==> config.mk <==
export PLATFORM = sky130hd
export DESIGN_NAME = fpdvc_merge
export DESIGN_NICKNAME = d
export VERILOG_FILES = /design/src/design/fpdvc_pkg.sv /design/src/design/fpdvc_merge.sv
export SDC_FILE = /design/constraint.sdc
export NUM_CORES = 1
export LEC_CHECK = 0
export BUFFER_PORTS_ARGS = -buffer_cell sky130_fd_sc_hd__buf_2
export CORE_UTILIZATION = 45
export CTS_CLUSTER_SIZE = 28
export DETAILED_ROUTE_END_ITERATION = 10
export PLACE_DENSITY = 0.74
export SETUP_SLACK_MARGIN = 0.1
export SLEW_MARGIN = 10
export SYNTH_ARGS = -nofsm -noshare
export SYNTH_HDL_FRONTEND = slang
export SYNTH_SLANG_ARGS = --single-unit
==> constraint.sdc <==
create_clock -name clk -period 1.2 [get_ports clk]
set_clock_uncertainty 0.05 [all_clocks]
set_input_delay 0.18 -clock clk [delete_from_list [all_inputs] [get_ports clk]]
set_output_delay 0.18 -clock clk [all_outputs]
set_load 0.05 [all_outputs]
==> src/design/fpdvc_pkg.sv <==
`default_nettype none

package fpdvc_pkg;

    // data widths
    localparam int NUM_AXES  = 4;
    localparam int VEL_W     = 16;
    localparam int ERR_W     = VEL_W + 1;
    localparam int DE_W      = ERR_W + 1;
    localparam int GAIN_W    = 15;
    localparam int TIME_W    = 32;
    localparam int FRAC_BITS = 12;

    // derivative numerator: kd * de * 1e6, with 1e6 = 15625 << 6
    localparam int SCALE_W     = 14;
    localparam int SCALE_SHIFT = 6;
    localparam logic [SCALE_W-1:0] D_SCALE = 14'd15625;

    localparam int PD_W    = GAIN_W + 1 + DE_W;
    localparam int PDMAG_W = PD_W - 1;
    localparam int MAG_W   = PDMAG_W + SCALE_W;
    localparam int NUM_W   = MAG_W + SCALE_SHIFT;
    localparam int FFV_W   = GAIN_W + 1 + VEL_W;
    localparam int KPE_W   = GAIN_W + 1 + ERR_W;
    localparam int SUM_W   = NUM_W + 3;
    localparam int RND_W   = SUM_W - FRAC_BITS + 1;

    localparam logic [SUM_W-1:0] ROUND_HALF = SUM_W'(1) << (FRAC_BITS - 1);
    localparam logic [GAIN_W-1:0] UNITY_GAIN = GAIN_W'(1) << FRAC_BITS;

    // axis order inside a transfer
    localparam int AX_X   = 0;
    localparam int AX_Y   = 1;
    localparam int AX_Z   = 2;
    localparam int AX_YAW = 3;

    localparam int MIN_INTERVAL_US_DEF = 10;

    // configuration register map
    localparam int CFG_IDX_W = 3;

    typedef enum logic [CFG_IDX_W-1:0] {
        REG_MAX_VEL  = 3'd0,
        REG_FF_X     = 3'd1,
        REG_FF_Y     = 3'd2,
        REG_FF_Z     = 3'd3,
        REG_FF_YAW   = 3'd4,
        REG_KP_XY    = 3'd5,
        REG_KD_LIN   = 3'd6,
        REG_KD_YAW   = 3'd7
    } cfg_reg_t;

    localparam logic [GAIN_W-1:0] MAX_VEL_RST = 15'd4096;
    localparam logic [GAIN_W-1:0] FF_X_RST    = 15'd235;
    localparam logic [GAIN_W-1:0] FF_Y_RST    = 15'd298;
    localparam logic [GAIN_W-1:0] FF_Z_RST    = 15'd4016;
    localparam logic [GAIN_W-1:0] FF_YAW_RST  = 15'd2381;
    localparam logic [GAIN_W-1:0] KP_XY_RST   = 15'd7168;
    localparam logic [GAIN_W-1:0] KD_LIN_RST  = 15'd41;
    localparam logic [GAIN_W-1:0] KD_YAW_RST  = 15'd20;

    typedef struct packed {
        logic load_meas;
        logic load_cmd;
        logic go;
    } lane_ctl_t;

    typedef struct packed {
        logic [GAIN_W-1:0] ff;
        logic [GAIN_W-1:0] kp;
        logic [GAIN_W-1:0] kd;
        logic [GAIN_W-1:0] lim;
    } lane_gain_t;

    typedef struct packed {
        logic load;
        logic refreshed;
    } merge_ctl_t;

    typedef logic [NUM_AXES-1:0][VEL_W-1:0] drive_vec_t;

endpackage

`default_nettype wire

==> src/design/fpdvc_merge.sv <==
`default_nettype none

// gathers the lane drives, keeps the held drive, owns the output register
module fpdvc_merge (
    input  wire logic                   clk,
    input  wire logic                   rst_n,
    input  wire fpdvc_pkg::merge_ctl_t  ctl,
    input  wire fpdvc_pkg::drive_vec_t  lane_drive,
    output logic                        free,
    output logic                        m_tvalid,
    input  wire logic                   m_tready,
    output logic [fpdvc_pkg::NUM_AXES*fpdvc_pkg::VEL_W-1:0] m_tdata,
    output logic                        m_tuser
);

    fpdvc_pkg::drive_vec_t held_reg, held_next;
    logic                  valid_reg;
    logic [fpdvc_pkg::NUM_AXES*fpdvc_pkg::VEL_W-1:0] data_reg;
    logic                  user_reg;

    always_comb
    begin
        held_next = held_reg;
        if (ctl.refreshed)
        begin
            held_next = lane_drive;
            // yaw goes out with the opposite sign
            held_next[fpdvc_pkg::AX_YAW] = -lane_drive[fpdvc_pkg::AX_YAW];
        end
    end

    assign free = !valid_reg || m_tready;

    always_ff @(posedge clk or negedge rst_n)
    begin
        if (!rst_n)
        begin
            valid_reg <= 1'b0;
            held_reg  <= '0;
        end
        else
        begin
            if (ctl.load)
            begin
                valid_reg <= 1'b1;
                held_reg  <= held_next;
            end
            else if (m_tready)
            begin
                valid_reg <= 1'b0;
            end
        end
    end

    always_ff @(posedge clk)
    begin
        if (ctl.load)
        begin
            data_reg <= held_next;
            user_reg <= ctl.refreshed;
        end
    end

    assign m_tvalid = valid_reg;
    assign m_tdata  = data_reg;
    assign m_tuser  = user_reg;

endmodule

`default_nettype wire

=== Yosys cells after proc, flatten, opt, wreduce, memory -nomap -nowiden ===
Cells that the tools add are included.

* Register bits after elaboration: 130
* Input bits: 69
* Output and inout port bits: 67

* $add $sub $neg: 1
* Multiplexer cells: 3
* Reductions and logical operators: 3

{| class="wikitable"
|+ Operators with widths
! operator !! count
|-
| 64-bit 2-to-1 mux || 1
|-
| 16-bit negation || 1
|-
| 1-bit 2-to-1 mux || 2
|-
| 2-bit nonzero test || 1
|-
| 1-bit logical NOT || 1
|-
| 1-bit logical OR || 1
|}

=== Logic depth before layout (Yosys ltp) ===
* Word-level depth: 2
* Gate-level depth with buffers: 6
* Mapped depth without buffers: 6

=== Least setup slack after synthesis ===
No wires, ideal clock.

* Path type: input-to-reg
* From: input lane_drive[57] (netlist bit)
* To: register data_reg (netlist bit m_tdata[61]) (data pin)
* Setup time: 260 ps
* Arrival time: 1,262 ps
* Setup slack: -371 ps
* Stages: 4
* Path buffers: 0
* Cells stage by stage: nor4_1 nand4_1 xor2_1 mux2_2

{| class="wikitable"
|+ RTL lines
! what !! line !! source
|-
| start, declared || fpdvc_merge.sv:8 || <nowiki>input wire fpdvc_pkg::drive_vec_t lane_drive,</nowiki>
|-
| end signal, assigned || fpdvc_merge.sv:59 || <nowiki>data_reg <= held_next;</nowiki>
|-
| end, declared || fpdvc_merge.sv:18 || <nowiki>logic [fpdvc_pkg::NUM_AXES*fpdvc_pkg::VEL_W-1:0] data_reg;</nowiki>
|}

==> results.py <==
metrics = {
    "global_route": {
        "grt_overflow": 0,
        "grt_pass1_wl_um": 19900,
        "grt_pass1_vias": 3794,
        "grt_antenna_before_repair": 0,
        "grt_max_degree": 66,
        "grt_usage_pct": 21.4,
    },
    "synthesis": {
        "ys_seq_area_share_pct": 66.2,
        "synth_top_area_share_pct": 36.1,
        "synth_cells": 318,
        "synth-seq-cells": 130,
        "syn-num-nets": 388,
        "yosysTopAreaCell": "edfxtp_1",
        "ys_top_cells_by_area": "edfxtp_1 (36%), dfrtp_1 (30%), mux2_2 (26%), xor2_1 (1.5%), buf_2 (0.56%)",
        "yosys_warnings": 0,
        "synth_cell_types": 28,
        "syn_area_per_cell_um2": 17.0,
        "synthesis.area_um2": 5400,
    },
    "drt": {
        "num_vias": 3439,
        "wl_um": 12300,
        "drt-initial-drc-count": 180,
        "drtPass1Iterations": 9,
        "route.detailed.drc": 11,
        "via_per_inst": 5.07,
        "ant_nets": 0,
        "wl_per_cell_um": 18.2,
    },
    "run_status": {
        "status": "complete, but fails checks",
        "violations": "design-rule violations, negative setup slack",
    },
    "worst_setup_path": {
        "cp_data_arrival_time_ns": 1.42,
        "path_max_fanout": 4,
        "rr_worst_depth": 2,
        "startpoint_type": "input pin",
        "cp.required_ns": 1.32,
        "worstReg2RegStart": "held_reg[13]$_DFFE_PN0P_",
        "endpoint_kind": "register",
        "reg2reg_to": "held_reg[13]$_DFFE_PN0P_",
        "r2r_slack_ns": 0.09,
        "worstSetupPathType": "input pin to register",
    },
    "clocking": {
        "cts_root_buf": "clkbuf_16",
        "cts_tree": "built",
        "cts_buffer_depth": 2,
        "clk_pin_slew_worst_paths_ns": 0.05,
        "worstSkewPairLatency_ns": 0.42,
        "cts_sinks": 130,
        "htree_levels": 4,
        "cts_inserted_buffers": 17,
    },
    "placed_design": {
        "place_congestion": 0.780,
        "io_buffer_count": 135,
        "dp_cells": 621,
        "pre_cts_slack_ns": -0.567,
        "hpwlAfterDp_um": 7490,
    },
    "timing": {
        "max_freq_ghz": 0.773,
        "worst_slew_pin_slew_ns": 0.390,
        "whs_ns": 0.0123,
        "slew_viol_final": 0,
        "final-setup-viol-count": 41,
        "maxSlewHeadroom_pct": 73.8,
        "finalHoldViolations": 0,
        "min_period_ns": 1.29,
        "finalWorstSetupSlack_ns": -0.0940,
        "fin_crit_sh_pct": 108,
        "rsz0062_at_grt": "yes",
    },
    "cells_and_area": {
        "layout_common_cells": "mux2_4 (95), buf_6 (72), edfxtp_1 (65)",
        "final_common_cell": "mux2_4",
        "fin_util_pct": 72.6,
        "finalNonFillerCells": 678,
        "n_antenna_cell": 0,
        "fillers": 701,
        "nNetsFinal": 592,
        "drive_gt1_share_pct": 70.7,
        "area_delta_synth_final_pct": 55.3,
    },
    "job": {
        "cap_violations": 0,
    },
    "power_and_ir_drop": {
        "power_density_nw_per_um2": 1710,
        "vdd_drop_max_uv": 1160,
        "p_leak_nw": 3.79,
        "power.total_w": 0.0144,
    },
    "min_path": {
        "hold_depth": 1,
        "hp-start": "ctl[0]",
        "hp-class": "input pin to register",
        "holdPathEnd": "m_tuser$_DFFE_PP_",
    },
    "floorplan": {
        "die_h_um": 112,
        "fp.dieW_um": 112,
        "design.die.area_um2": 12400,
        "ios": 136,
        "fp.coreArea_um2": 11600,
        "start_util_pct": 46.7,
        "rows": 39,
    },
}
report_power, final:
group          internal (W)  switching (W)  total [W]
sequential          0.00543       0.000342    0.00577
combinational       0.00171        0.00157    0.00328
clock               0.00347        0.00185    0.00532
stage by stage:
step	TNS (ns)	area, um^2
6_report	-0.984	8390
5_1_grt	-3.65	8390
4_1_cts	-1.56	8150
3_5_place_dp	-19.45	6970
3_3_place_gp	-17.56	6970
2_1_floorplan	-3.06	5900
worst max-delay path, cell delays in order:
cell and delay (ns):
buf_12 0.11, buf_6 0.12, nor4_4 0.25, buf_4 0.20
nand4_1 0.11, xor2_1 0.18, mux2_4 0.26
final cells by class:
cell class | instances | area, um^2 | area share, %
tap | 143 | 179 | 2.13
timing repair buffer | 199 | 1720 | 20.5
clock inverter | 9 | 128 | 1.52
multi-input combinational | 171 | 2260 | 27.0
inverter | 3 | 36.3 | 0.432
sequential | 130 | 3580 | 42.7
clock buffer | 23 | 488 | 5.81
cell usage after synthesis, drive strengths merged:
master / number
a21boi: 1
and2: 1
and3b: 1
buf: 10
clkbuf: 4
dfrtp: 65
edfxtp: 65
ha: 1
inv: 3
mux2: 126
nand2: 5
nand2b: 2
nand3: 2
nand3b: 1
nand4: 2
nand4b: 2
nor2: 5
nor3: 2
nor3b: 2
nor4: 2
o31a: 1
o31ai: 2
or4: 1
xnor2: 3
xor2: 9
repair_timing:
action,CTS,global route
hold buffers,1,0
resized for setup,153,26
endpoints found under the setup margin,90,111
buffers inserted,7,17
pin swaps,12,7
hold endpoints to repair,66,0
worst max path at each step:
stage,from,to,depth (start not counted)
global placement,lane_drive[49],m_tdata[58]$_DFFE_PP_,7
CTS,m_tvalid$_DFFE_PN0P_,free,2
detailed placement,lane_drive[49],m_tdata[60]$_DFFE_PP_,7
finish,lane_drive[48],m_tdata[61]$_DFFE_PP_,7
floorplan,lane_drive[49],m_tdata[58]$_DFFE_PP_,6
global route,lane_drive[48],m_tdata[61]$_DFFE_PP_,7
logic make-up (layout without fill, tap and decap cells):
| kind of cell | Yosys count | count (layout) | share of synthesized area [%] |
|---|---|---|---|
| flops | 130 | 130 | 66.2 |
| compound gates | 4 | 4 | 0.602 |
| fa+ha+maj | 1 | 1 | 0.232 |
| simple gates | 28 | 28 | 3.40 |
| mux | 126 | 126 | 26.3 |
| buf+inv | 17 | 234 | 1.32 |
| xor+xnor | 12 | 12 | 1.95 |
metal layers:
| layer | track usage [%] | vias to the layer above | routed length [um] |
|---|---|---|---|
| li1 | - | 1587 | - |
| met4 | 11.0 | 0 | 357 |
| met3 | 7.57 | 27 | 621 |
| met1 | 25.1 | 1716 | 5040 |
| met2 | 34.7 | 109 | 6330 |
| met5 | 0 | - | 0 |
No activity file was read; power rests on OpenSTA's default activity.
