===== config.mk =====
export PLATFORM = sky130hd
export DESIGN_NAME = fpdvc_lane
export DESIGN_NICKNAME = d
export VERILOG_FILES = /design/src/design/fpdvc_pkg.sv /design/src/design/fpdvc_div.sv /design/src/design/fpdvc_lane.sv
export SDC_FILE = /design/constraint.sdc
export NUM_CORES = 2
export LEC_CHECK = 0
export BUFFER_PORTS_ARGS = -buffer_cell sky130_fd_sc_hd__buf_4
export CORE_ASPECT_RATIO = 2
export CORE_MARGIN = 4
export CORE_UTILIZATION = 35
export CTS_BUF_LIST = sky130_fd_sc_hd__clkbuf_4
export DETAILED_ROUTE_END_ITERATION = 10
export PLACE_DENSITY = 0.54
export SYNTH_ARGS = -nofsm -noshare
export SYNTH_HDL_FRONTEND = slang
export SYNTH_SLANG_ARGS = --single-unit

===== constraint.sdc =====
create_clock -name clk -period 19.9 [get_ports clk]
set_input_delay 0.995 -clock clk [delete_from_list [all_inputs] [get_ports clk]]
set_output_delay 0.995 -clock clk [all_outputs]
set_load 0.02 [all_outputs]

===== src/design/fpdvc_pkg.sv =====
`default_nettype none

package fpdvc_pkg;

    // data widths
    localparam int NUM_AXES  = 4;
    localparam int VEL_W     = 16;
    localparam int ERR_W     = VEL_W + 1;
    localparam int DE_W      = ERR_W + 1;
    localparam int GAIN_W    = 15;
    localparam int TIME_W    = 32;
    localparam int FRAC_BITS = 12;

    // derivative numerator: kd * de * 1e6, with 1e6 = 15625 << 6
    localparam int SCALE_W     = 14;
    localparam int SCALE_SHIFT = 6;
    localparam logic [SCALE_W-1:0] D_SCALE = 14'd15625;

    localparam int PD_W    = GAIN_W + 1 + DE_W;
    localparam int PDMAG_W = PD_W - 1;
    localparam int MAG_W   = PDMAG_W + SCALE_W;
    localparam int NUM_W   = MAG_W + SCALE_SHIFT;
    localparam int FFV_W   = GAIN_W + 1 + VEL_W;
    localparam int KPE_W   = GAIN_W + 1 + ERR_W;
    localparam int SUM_W   = NUM_W + 3;
    localparam int RND_W   = SUM_W - FRAC_BITS + 1;

    localparam logic [SUM_W-1:0] ROUND_HALF = SUM_W'(1) << (FRAC_BITS - 1);
    localparam logic [GAIN_W-1:0] UNITY_GAIN = GAIN_W'(1) << FRAC_BITS;

    // axis order inside a transfer
    localparam int AX_X   = 0;
    localparam int AX_Y   = 1;
    localparam int AX_Z   = 2;
    localparam int AX_YAW = 3;

    localparam int MIN_INTERVAL_US_DEF = 10;

    // configuration register map
    localparam int CFG_IDX_W = 3;

    typedef enum logic [CFG_IDX_W-1:0] {
        REG_MAX_VEL  = 3'd0,
        REG_FF_X     = 3'd1,
        REG_FF_Y     = 3'd2,
        REG_FF_Z     = 3'd3,
        REG_FF_YAW   = 3'd4,
        REG_KP_XY    = 3'd5,
        REG_KD_LIN   = 3'd6,
        REG_KD_YAW   = 3'd7
    } cfg_reg_t;

    localparam logic [GAIN_W-1:0] MAX_VEL_RST = 15'd4096;
    localparam logic [GAIN_W-1:0] FF_X_RST    = 15'd235;
    localparam logic [GAIN_W-1:0] FF_Y_RST    = 15'd298;
    localparam logic [GAIN_W-1:0] FF_Z_RST    = 15'd4016;
    localparam logic [GAIN_W-1:0] FF_YAW_RST  = 15'd2381;
    localparam logic [GAIN_W-1:0] KP_XY_RST   = 15'd7168;
    localparam logic [GAIN_W-1:0] KD_LIN_RST  = 15'd41;
    localparam logic [GAIN_W-1:0] KD_YAW_RST  = 15'd20;

    typedef struct packed {
        logic load_meas;
        logic load_cmd;
        logic go;
    } lane_ctl_t;

    typedef struct packed {
        logic [GAIN_W-1:0] ff;
        logic [GAIN_W-1:0] kp;
        logic [GAIN_W-1:0] kd;
        logic [GAIN_W-1:0] lim;
    } lane_gain_t;

    typedef struct packed {
        logic load;
        logic refreshed;
    } merge_ctl_t;

    typedef logic [NUM_AXES-1:0][VEL_W-1:0] drive_vec_t;

endpackage

`default_nettype wire


===== src/design/fpdvc_div.sv =====
`default_nettype none

// restoring divider, one quotient bit per cycle
module fpdvc_div #(
    parameter int DIVIDEND_W = fpdvc_pkg::NUM_W,
    parameter int DIVISOR_W  = fpdvc_pkg::TIME_W
) (
    input  wire logic                  clk,
    input  wire logic                  rst_n,
    input  wire logic                  start,
    input  wire logic [DIVIDEND_W-1:0] dividend,
    input  wire logic [DIVISOR_W-1:0]  divisor,
    output logic                       done,
    output logic [DIVIDEND_W-1:0]      quotient
);

    localparam int CNT_W = $clog2(DIVIDEND_W + 1);

    logic                  busy_reg, busy_next;
    logic                  done_reg, done_next;
    logic [CNT_W-1:0]      cnt_reg, cnt_next;
    logic [DIVISOR_W-1:0]  rem_reg, rem_next;
    logic [DIVIDEND_W-1:0] quo_reg, quo_next;
    logic [DIVISOR_W-1:0]  dsr_reg, dsr_next;
    logic [DIVISOR_W:0]    trial;
    logic                  fits;

    always_comb
    begin
        busy_next = busy_reg;
        done_next = 1'b0;
        cnt_next  = cnt_reg;
        rem_next  = rem_reg;
        quo_next  = quo_reg;
        dsr_next  = dsr_reg;
        trial     = {rem_reg, quo_reg[DIVIDEND_W-1]};
        fits      = trial >= {1'b0, dsr_reg};
        if (start)
        begin
            busy_next = 1'b1;
            cnt_next  = CNT_W'(DIVIDEND_W);
            rem_next  = '0;
            quo_next  = dividend;
            dsr_next  = divisor;
        end
        else if (busy_reg)
        begin
            rem_next = fits ? DIVISOR_W'(trial - {1'b0, dsr_reg}) : DIVISOR_W'(trial);
            quo_next = {quo_reg[DIVIDEND_W-2:0], fits};
            cnt_next = cnt_reg - CNT_W'(1);
            if (cnt_reg == CNT_W'(1))
            begin
                busy_next = 1'b0;
                done_next = 1'b1;
            end
        end
    end

    always_ff @(posedge clk or negedge rst_n)
    begin
        if (!rst_n)
        begin
            busy_reg <= 1'b0;
            done_reg <= 1'b0;
            cnt_reg  <= '0;
        end
        else
        begin
            busy_reg <= busy_next;
            done_reg <= done_next;
            cnt_reg  <= cnt_next;
        end
    end

    always_ff @(posedge clk)
    begin
        rem_reg <= rem_next;
        quo_reg <= quo_next;
        dsr_reg <= dsr_next;
    end

    assign done     = done_reg;
    assign quotient = quo_reg;

endmodule

`default_nettype wire


===== src/design/fpdvc_lane.sv =====
`default_nettype none

// one axis of the controller: error, ff + p + d terms, rounding, clamp
module fpdvc_lane (
    input  wire logic                               clk,
    input  wire logic                               rst_n,
    input  wire fpdvc_pkg::lane_ctl_t               ctl,
    input  wire fpdvc_pkg::lane_gain_t              gain,
    input  wire logic signed [fpdvc_pkg::VEL_W-1:0] vel,
    input  wire logic [fpdvc_pkg::TIME_W-1:0]       dt_mag,
    input  wire logic                               dt_neg,
    output logic                                    done,
    output logic signed [fpdvc_pkg::VEL_W-1:0]      drive
);

    typedef enum logic [7:0] {
        L_IDLE  = 8'b0000_0001,
        L_PROD  = 8'b0000_0010,
        L_SCALE = 8'b0000_0100,
        L_LOAD  = 8'b0000_1000,
        L_DIV   = 8'b0001_0000,
        L_SUM   = 8'b0010_0000,
        L_RND   = 8'b0100_0000,
        L_SAT   = 8'b1000_0000
    } lane_state_t;

    lane_state_t state_reg, state_next;
    logic        done_reg;

    logic signed [fpdvc_pkg::VEL_W-1:0]   meas_reg;
    logic signed [fpdvc_pkg::ERR_W-1:0]   perr_reg;
    logic signed [fpdvc_pkg::VEL_W-1:0]   vel_reg;
    logic signed [fpdvc_pkg::ERR_W-1:0]   err_reg;
    logic signed [fpdvc_pkg::DE_W-1:0]    de_reg;
    logic signed [fpdvc_pkg::PD_W-1:0]    pd_reg;
    logic signed [fpdvc_pkg::FFV_W-1:0]   ffv_reg;
    logic signed [fpdvc_pkg::KPE_W-1:0]   kpe_reg;
    logic [fpdvc_pkg::MAG_W-1:0]          mag_reg;
    logic                                 pd_neg_reg;
    logic signed [fpdvc_pkg::SUM_W-1:0]   sum_reg;
    logic signed [fpdvc_pkg::RND_W-1:0]   rnd_reg;
    logic signed [fpdvc_pkg::VEL_W-1:0]   drive_reg;

    logic signed [fpdvc_pkg::ERR_W-1:0]   err;
    logic signed [fpdvc_pkg::DE_W-1:0]    de;
    logic [fpdvc_pkg::PDMAG_W-1:0]        pd_mag;
    logic [fpdvc_pkg::NUM_W-1:0]          dividend;
    logic [fpdvc_pkg::NUM_W-1:0]          quo;
    logic                                 div_done;
    logic signed [fpdvc_pkg::SUM_W-1:0]   q_s;
    logic signed [fpdvc_pkg::SUM_W-1:0]   dterm;
    logic [fpdvc_pkg::SUM_W-1:0]          s_mag;
    logic [fpdvc_pkg::SUM_W-1:0]          s_rnd;
    logic signed [fpdvc_pkg::RND_W-1:0]   r_pos;
    logic signed [fpdvc_pkg::RND_W-1:0]   lim;

    always_comb
    begin
        err = $signed({vel[fpdvc_pkg::VEL_W-1], vel})
            - $signed({meas_reg[fpdvc_pkg::VEL_W-1], meas_reg});
        de  = $signed({err[fpdvc_pkg::ERR_W-1], err})
            - $signed({perr_reg[fpdvc_pkg::ERR_W-1], perr_reg});
        pd_mag = pd_reg[fpdvc_pkg::PD_W-1] ? fpdvc_pkg::PDMAG_W'(-pd_reg)
                                            : fpdvc_pkg::PDMAG_W'(pd_reg);
        // magnitude of kd * de * 1e6 plus half the interval for rounding
        dividend = {mag_reg, fpdvc_pkg::SCALE_SHIFT'(0)}
                 + fpdvc_pkg::NUM_W'(dt_mag >> 1);
        q_s   = $signed({(fpdvc_pkg::SUM_W - fpdvc_pkg::NUM_W)'(0), quo});
        dterm = (pd_neg_reg ^ dt_neg) ? -q_s : q_s;
        s_mag = sum_reg[fpdvc_pkg::SUM_W-1] ? fpdvc_pkg::SUM_W'(-sum_reg)
                                             : fpdvc_pkg::SUM_W'(sum_reg);
        s_rnd = (s_mag + fpdvc_pkg::ROUND_HALF) >> fpdvc_pkg::FRAC_BITS;
        r_pos = $signed(fpdvc_pkg::RND_W'(s_rnd));
        lim   = $signed({(fpdvc_pkg::RND_W - fpdvc_pkg::GAIN_W)'(0), gain.lim});
    end

    always_comb
    begin
        state_next = state_reg;
        unique case (state_reg)
            L_IDLE:  if (ctl.load_cmd && ctl.go) state_next = L_PROD;
            L_PROD:  state_next = L_SCALE;
            L_SCALE: state_next = L_LOAD;
            L_LOAD:  state_next = L_DIV;
            L_DIV:   if (div_done) state_next = L_SUM;
            L_SUM:   state_next = L_RND;
            L_RND:   state_next = L_SAT;
            L_SAT:   state_next = L_IDLE;
            default: state_next = L_IDLE;
        endcase
    end

    always_ff @(posedge clk or negedge rst_n)
    begin
        if (!rst_n)
        begin
            state_reg <= L_IDLE;
            done_reg  <= 1'b0;
            meas_reg  <= '0;
            perr_reg  <= '0;
        end
        else
        begin
            state_reg <= state_next;
            done_reg  <= (state_reg == L_SAT);
            if (ctl.load_meas)
            begin
                meas_reg <= vel;
            end
            if (ctl.load_cmd)
            begin
                perr_reg <= err;
            end
        end
    end

    always_ff @(posedge clk)
    begin
        if (ctl.load_cmd)
        begin
            vel_reg <= vel;
            err_reg <= err;
            de_reg  <= de;
        end
        if (state_reg == L_PROD)
        begin
            pd_reg  <= $signed({1'b0, gain.kd}) * de_reg;
            ffv_reg <= $signed({1'b0, gain.ff}) * vel_reg;
        end
        if (state_reg == L_SCALE)
        begin
            mag_reg    <= pd_mag * fpdvc_pkg::D_SCALE;
            pd_neg_reg <= pd_reg[fpdvc_pkg::PD_W-1];
            kpe_reg    <= $signed({1'b0, gain.kp}) * err_reg;
        end
        if (state_reg == L_SUM)
        begin
            sum_reg <= fpdvc_pkg::SUM_W'(ffv_reg) + fpdvc_pkg::SUM_W'(kpe_reg) + dterm;
        end
        if (state_reg == L_RND)
        begin
            rnd_reg <= sum_reg[fpdvc_pkg::SUM_W-1] ? -r_pos : r_pos;
        end
        if (state_reg == L_SAT)
        begin
            if (rnd_reg > lim)
            begin
                drive_reg <= fpdvc_pkg::VEL_W'(lim);
            end
            else if (rnd_reg < -lim)
            begin
                drive_reg <= fpdvc_pkg::VEL_W'(-lim);
            end
            else
            begin
                drive_reg <= fpdvc_pkg::VEL_W'(rnd_reg);
            end
        end
    end

    fpdvc_div #(
        .DIVIDEND_W (fpdvc_pkg::NUM_W),
        .DIVISOR_W  (fpdvc_pkg::TIME_W)
    ) u_div (
        .clk      (clk),
        .rst_n    (rst_n),
        .start    (state_reg == L_LOAD),
        .dividend (dividend),
        .divisor  (dt_mag),
        .done     (div_done),
        .quotient (quo)
    );

    assign done  = done_reg;
    assign drive = drive_reg;

endmodule

`default_nettype wire


* Word level (Yosys, flattened, before mapping)
Index checks and enable logic that the tools add are counted.
** Word-level totals
- Bits in registers :: 482
- Word-level logic and storage cells :: 78
- Input port bits :: 114
- Output and inout bits :: 17
** Cells by class
- Mux-type cells :: 20
- Reductions and logical operators :: 3
- Equality and inequality tests :: 11
- $mul :: 4
- Add/subtract/negate cells :: 13
- Magnitude comparators :: 3
- Bitwise operators :: 1
** Operators with widths (count)
- 56-bit 2-to-1 mux :: 2
- 53-bit 2-to-1 mux :: 2
- 34-bit by 56-bit adder with 56-bit output :: 1
- 56-bit by 12-bit adder with 56-bit output (second input constant) :: 1
- 53-bit negation with 56-bit output :: 1
- 56-bit negation :: 1
- 8-bit case mux with 7 select lines :: 1
- 53-bit by 31-bit adder with 53-bit output :: 1
- 33-bit by 14-bit multiplier with 47-bit output (second input constant) :: 1
- 45-bit by 16-bit greater-than comparator with 1-bit output :: 1
- 45-bit < comparator :: 1
- 15-bit negation with 45-bit output :: 1
- 44-bit negation with 45-bit output :: 1
- 44-bit 2-to-1 mux :: 1
- 32-bit by 33-bit adder with 34-bit output :: 1
- 16-bit by 18-bit multiplier with 34-bit output :: 1
- 33-bit by 32-bit >= comparator with 1-bit output :: 1
- 16-bit by 17-bit multiplier with 33-bit output :: 1
- 33-bit 2-to-1 mux :: 1
- 33-bit negation :: 1
- 16-bit by 16-bit multiplier with 32-bit output :: 1
- 32-bit 2-to-1 mux :: 1
- 32-bit subtractor :: 1
- 17-bit by 17-bit subtractor with 18-bit output :: 1
- other kinds (22) :: 29

* Depth between registers and ports, before layout
- Word-level depth :: 5
- Depth in mapped cells :: 31
- Mapped depth without buffers :: 30

* Modules after synthesis
A second synthesis with hierarchy kept.
** Second synthesis, totals
- Cells, all modules :: 7259
- Area total of the unflattened synthesis :: 68339.3 µm²
** Modules (own cells, without submodules)
- fpdvc_lane :: area an instance 61305.0 µm², cells each 6613, seq. area each 10511.3 µm², times used 1
- fpdvc_div :: area an instance 7034.2 µm², cells each 646, seq. area each 3393.3 µm², times used 1

* Worst setup path before layout
No wires, ideal clock.
- Path type :: reg2reg
- Start point :: register pd_reg[33] (netlist bit)
- End point :: register mag_reg[46] (netlist bit), data pin
- Arrival time :: 7.455 ns
- Cell stages (with the launch flop) :: 29
- Required time :: 19.641 ns
- Period minus slack after synthesis :: 7.714 ns
- Setup time :: 0.259 ns
- Setup slack :: 12.186 ns
- Path buffers :: 2
- Cell sequence :: edfxtp_1 clkbuf_1 clkbuf_1 nand2b_1 xnor2_1 fa_1 inv_1 fa_1 fa_1 inv_1 fa_1 ha_1 inv_1 fa_1 inv_1 ha_1 a21o_1 a21o_1 nor3_1 a2111oi_0 o21ai_0 a31oi_1 o21ai_0 a31oi_1 a21o_1 a211oi_1 o311ai_0 a21oi_1 xnor2_1
** On the way
- Word-level cells in the longest chain between the ends :: 2
** Ends and longest elaborated chain
- from (decl) :: RTL line fpdvc_lane.sv:35 : logic signed [fpdvc_pkg::PD_W-1:0] pd_reg;
- from (signal assigned) :: RTL line fpdvc_lane.sv:127 : pd_reg <= $signed({1'b0, gain.kd}) * de_reg;
- 33-bit 2-to-1 mux :: RTL line fpdvc_lane.sv:63 : pd_mag = pd_reg[fpdvc_pkg::PD_W-1] ? fpdvc_pkg::PDMAG_W'(-pd_reg)
- named net pd_mag, one bit :: RTL line fpdvc_lane.sv:46 : logic [fpdvc_pkg::PDMAG_W-1:0] pd_mag;
- 33-bit by 14-bit multiplier with 47-bit output :: RTL line fpdvc_lane.sv:132 : mag_reg <= pd_mag * fpdvc_pkg::D_SCALE;
- to (signal assigned) :: RTL line fpdvc_lane.sv:132
- to (decl) :: RTL line fpdvc_lane.sv:38 : logic [fpdvc_pkg::MAG_W-1:0] mag_reg;
The timed path passes the listed nets, and every way through them passes these cells.
A chain may end at the register's enable or synchronous reset.

* Final worst setup path
- Start point :: register pd_reg[0] (netlist bit)
- End point :: register mag_reg[46] (netlist bit), data pin
** On the way
- Word-level cells in the longest chain between the ends :: 3
** Ends and longest elaborated chain (RTL line)
- 33-bit negation :: fpdvc_lane.sv:63
- 33-bit 2-to-1 mux :: fpdvc_lane.sv:63
- named net pd_mag, one bit :: fpdvc_lane.sv:46
- 33-bit by 14-bit multiplier with 47-bit output :: fpdvc_lane.sv:132
The timed path passes the listed nets, and every way through them passes these cells.

==> summary.md <==
| Metric | Value |
|---|---|
| Vias in the first global route | 56,400 |
| Final hold viol count | 0 |
| Predominant post-synthesis flop cell | edfxtp_1 |
| Initial Util | 0.352 |
| Worst Tran Pin Value | 1.33 ns |
| Synthesized instance count | 7,255 |
| Number of flops mapped to enable cells by yosys | 400 |
| Multiplexer share of the synthesized area | 0.00493 |
| TritonCTS Buffers | 115 |
| Final Skew | 0.132 ns |
| Core ar. | 193,000 sq um |
| R2R depth | 29 |
| Syn nets | 8,919 |
| Drt drc | 0 |
| Endpoints failing setup | 0 |
| YS warnings | 0 |
| Synth unique cells | 98 |
| Largest family of logic cells by synthesized area | adder cells |
| Seq. cell area | 13,900 sq um |
| Max stage delay on crit path | 0.74 ns |
| Crit Path Class | flop to flop |
| Worst EP arrival | 9.57 ns |
| Placed Cells incl. Taps | just under 10,000 |
| Core Rows | 228 |
| Setup TNS | 0 ns |
| Die ar. | between 200,000 and 250,000 sq um |
| Fmax achieved | 114 MHz |
| Critical path startpoint category | flop |
| Max cap viols | 0 |
| R2R Path End | mag_reg[46] |
| Sequential fraction of the synthesis area | 0.205 |
| Die W | roughly 320 microns |
| Area leader, netlist | fa_1 |
| Synthesized-area fraction occupied by adder cells | 0.386 |
| Fin nets | 9,003 |
| Worst skew pair latency | between 1 and 1.5 ns |
| Crit share post-route | 0.442 |
| Clock root cell | clkbuf_4 |
| Max transition margin | 0.110 |
| Grt ovf | 0 |
| Mean post-synth cell area | 9.35 sq um |
| Cts repair resizes | 0 |
| Most common cell in the netlist | inv_1 |
| Compound-gate portion of the synthesized area | 0.103 |
| Share of post-route cells with drive strength above 1 | 0.0610 |
| # port buffers | 130 |
| Routed length per placed instance | 20.2 microns |
| Die Ht | 631 microns |
| Minimum clock period | 8.79 ns |
| Slowest stage cell, crit path | xnor2_1 |
| TritonRoute pass-1 iters | 5 |
| Crit Reg-Reg Startpoint | pd_reg[0] |
| Max-slew violation count | 0 |
| Status | finished clean |
| P&R area growth vs syn | 7.97% |
| Reg-to-reg slack, setup | 11.11 ns |
| Synth top cells by count | 1,381 x inv_1, 897 x fa_1, 701 x nand2_1 |
| Synthesis-stage register bit count | 482 |
| Area contributors post-synth | fa_1 26%, edfxtp_1 18%, ha_1 12%, inv_1 7.6%, xnor2_1 4.6% |
| Final wirelength | 201 mm |
| Multi-input gate area | 48,000 sq um |
| Routed Antenna Nets | 0 |
| Largest net degree at the start of global routing | 82 |
| Core occupancy in the finished layout | 0.380 |
| Via/cell ratio | just over 5 |
| H-Tree Depth | 3 |
| Total GRT Usage | 0.201 |
| Synth async-reset ratio | 0.104 |
| HP Class | input port to async pin |
| Detailed Place HPWL | approximately 170 mm |
| Via count | 50,400 |
| Sink Count | between 400 and 500 |
| Fillers | 19,700 |
| Initial antenna violation count | 13 |
| CP Max Fanout | 9 |
| Non-Filler Instances | 9,983 |
| Clock Tree Buf Depth | 3 |
| CP endpoint kind | flop |
| Share of the synthesized area in the top cell type | 0.265 |
| First-pass GRT wire length | 313 mm |
| Post-Synth Simple-Gate Area | 0.143 |
| Synthesized area | 67,800 sq um |
| RSZ-0062 raised after global routing | false |
| XOR/XNOR Fraction of Synth Area | 0.0692 |
| Placer Congestion | 0.933 |
| Clock transition at the registers of the reported paths | around 0.080 ns |
| Critical Path RT | 20.68 ns |
| Io pins | 131 |
| Max reg flops | 56 |
| Buffer count from post-CTS setup fixing | 0 |
| Initial DRC Count | approximately 1,800 |
| CTS tree | done |
| Cts hold-fix bufs | 0 |
[per-layer routing]
layer  track usage  up-vias  wire, microns
met5             0        -             95
met4         0.133       16          16000
met3        0.0223      547           5470
met2         0.421      925         117000
met1         0.172    25100          62400
li1              -    23800              -
[cell families (layout without fill, tap and decap cells)]
family	Yosys count	in the layout
buffers and inverters	1595	1780
DFF	482	482
AOI/OAI and AO/OA	1108	1108
xor gates and xnor gates	533	533
and+or+nand+nor	1952	1952
other	0	13
adders and majority gates	1553	1553
muxes	32	32
[placed cells by master, fill, tap and decap left out, types with 55 or more instances in the layout]
cell type,netlist,routed
inv_1,1381,1380
fa_1,897,897
nand2_1,701,701
ha_1,653,653
edfxtp_1,400,400
and2_1,381,381
xnor2_1,359,358
a21oi_1,318,317
o21ai_0,299,299
nor2_1,284,284
buf_4,0,178
xor2_1,172,171
clkbuf_4,0,162
a21o_1,111,111
nor3_1,110,110
nand3_1,75,74
or3_1,56,56
nand2b_1,55,55
[worst max-delay path: cells and delay by family, from the launching register on]
kind	cells	cell delay, ns
DFF	1	0.57
and+or+nand+nor	2	0.23
xor gates and xnor gates	2	0.88
buffers and inverters	6	0.60
adders and majority gates	8	3.36
AOI/OAI and AO/OA	11	2.93
[how the worst max path moves through the flow]
stage | start | to | slack [ns] | depth (start not counted)
2_1_floorplan | pd_reg[33] | mag_reg[46] | 12.19 | 28
5_1_grt | pd_reg[0] | mag_reg[46] | 10.49 | 29
3_3_place_gp | pd_reg[0] | mag_reg[46] | 11.06 | 29
6_report | pd_reg[0] | mag_reg[46] | 11.11 | 29
3_5_place_dp | pd_reg[0] | mag_reg[46] | 10.96 | 29
4_1_cts | pd_reg[0] | mag_reg[46] | 10.97 | 29
[stage by stage]
step / setup WS, ns / area, sq um / hold WS, ns
2_1_floorplan: 12.19 / 67800 / 0.439
5_1_grt: 10.49 / 73200 / 0.0219
3_3_place_gp: 11.06 / 71500 / 0.457
6_report: 11.11 / 73200 / 0.0741
4_1_cts: 10.97 / 73200 / 0.00128
3_5_place_dp: 10.96 / 71600 / 0.463
[area by class of cell]
type / instances / share of cell area
Antenna cell: 13 / 0.000444
Clock buffer: 162 / 0.0166
Clock inverter: 56 / 0.00567
Inverter: 1384 / 0.0710
Multi-Input combinational cell: 5178 / 0.655
Sequential cell: 482 / 0.190
Tap cell: 2530 / 0.0432
Timing Repair Buffer: 178 / 0.0183
Power is not shown: default switching activity piles up to over one toggle a cycle in this logic, so the estimate is an artifact.
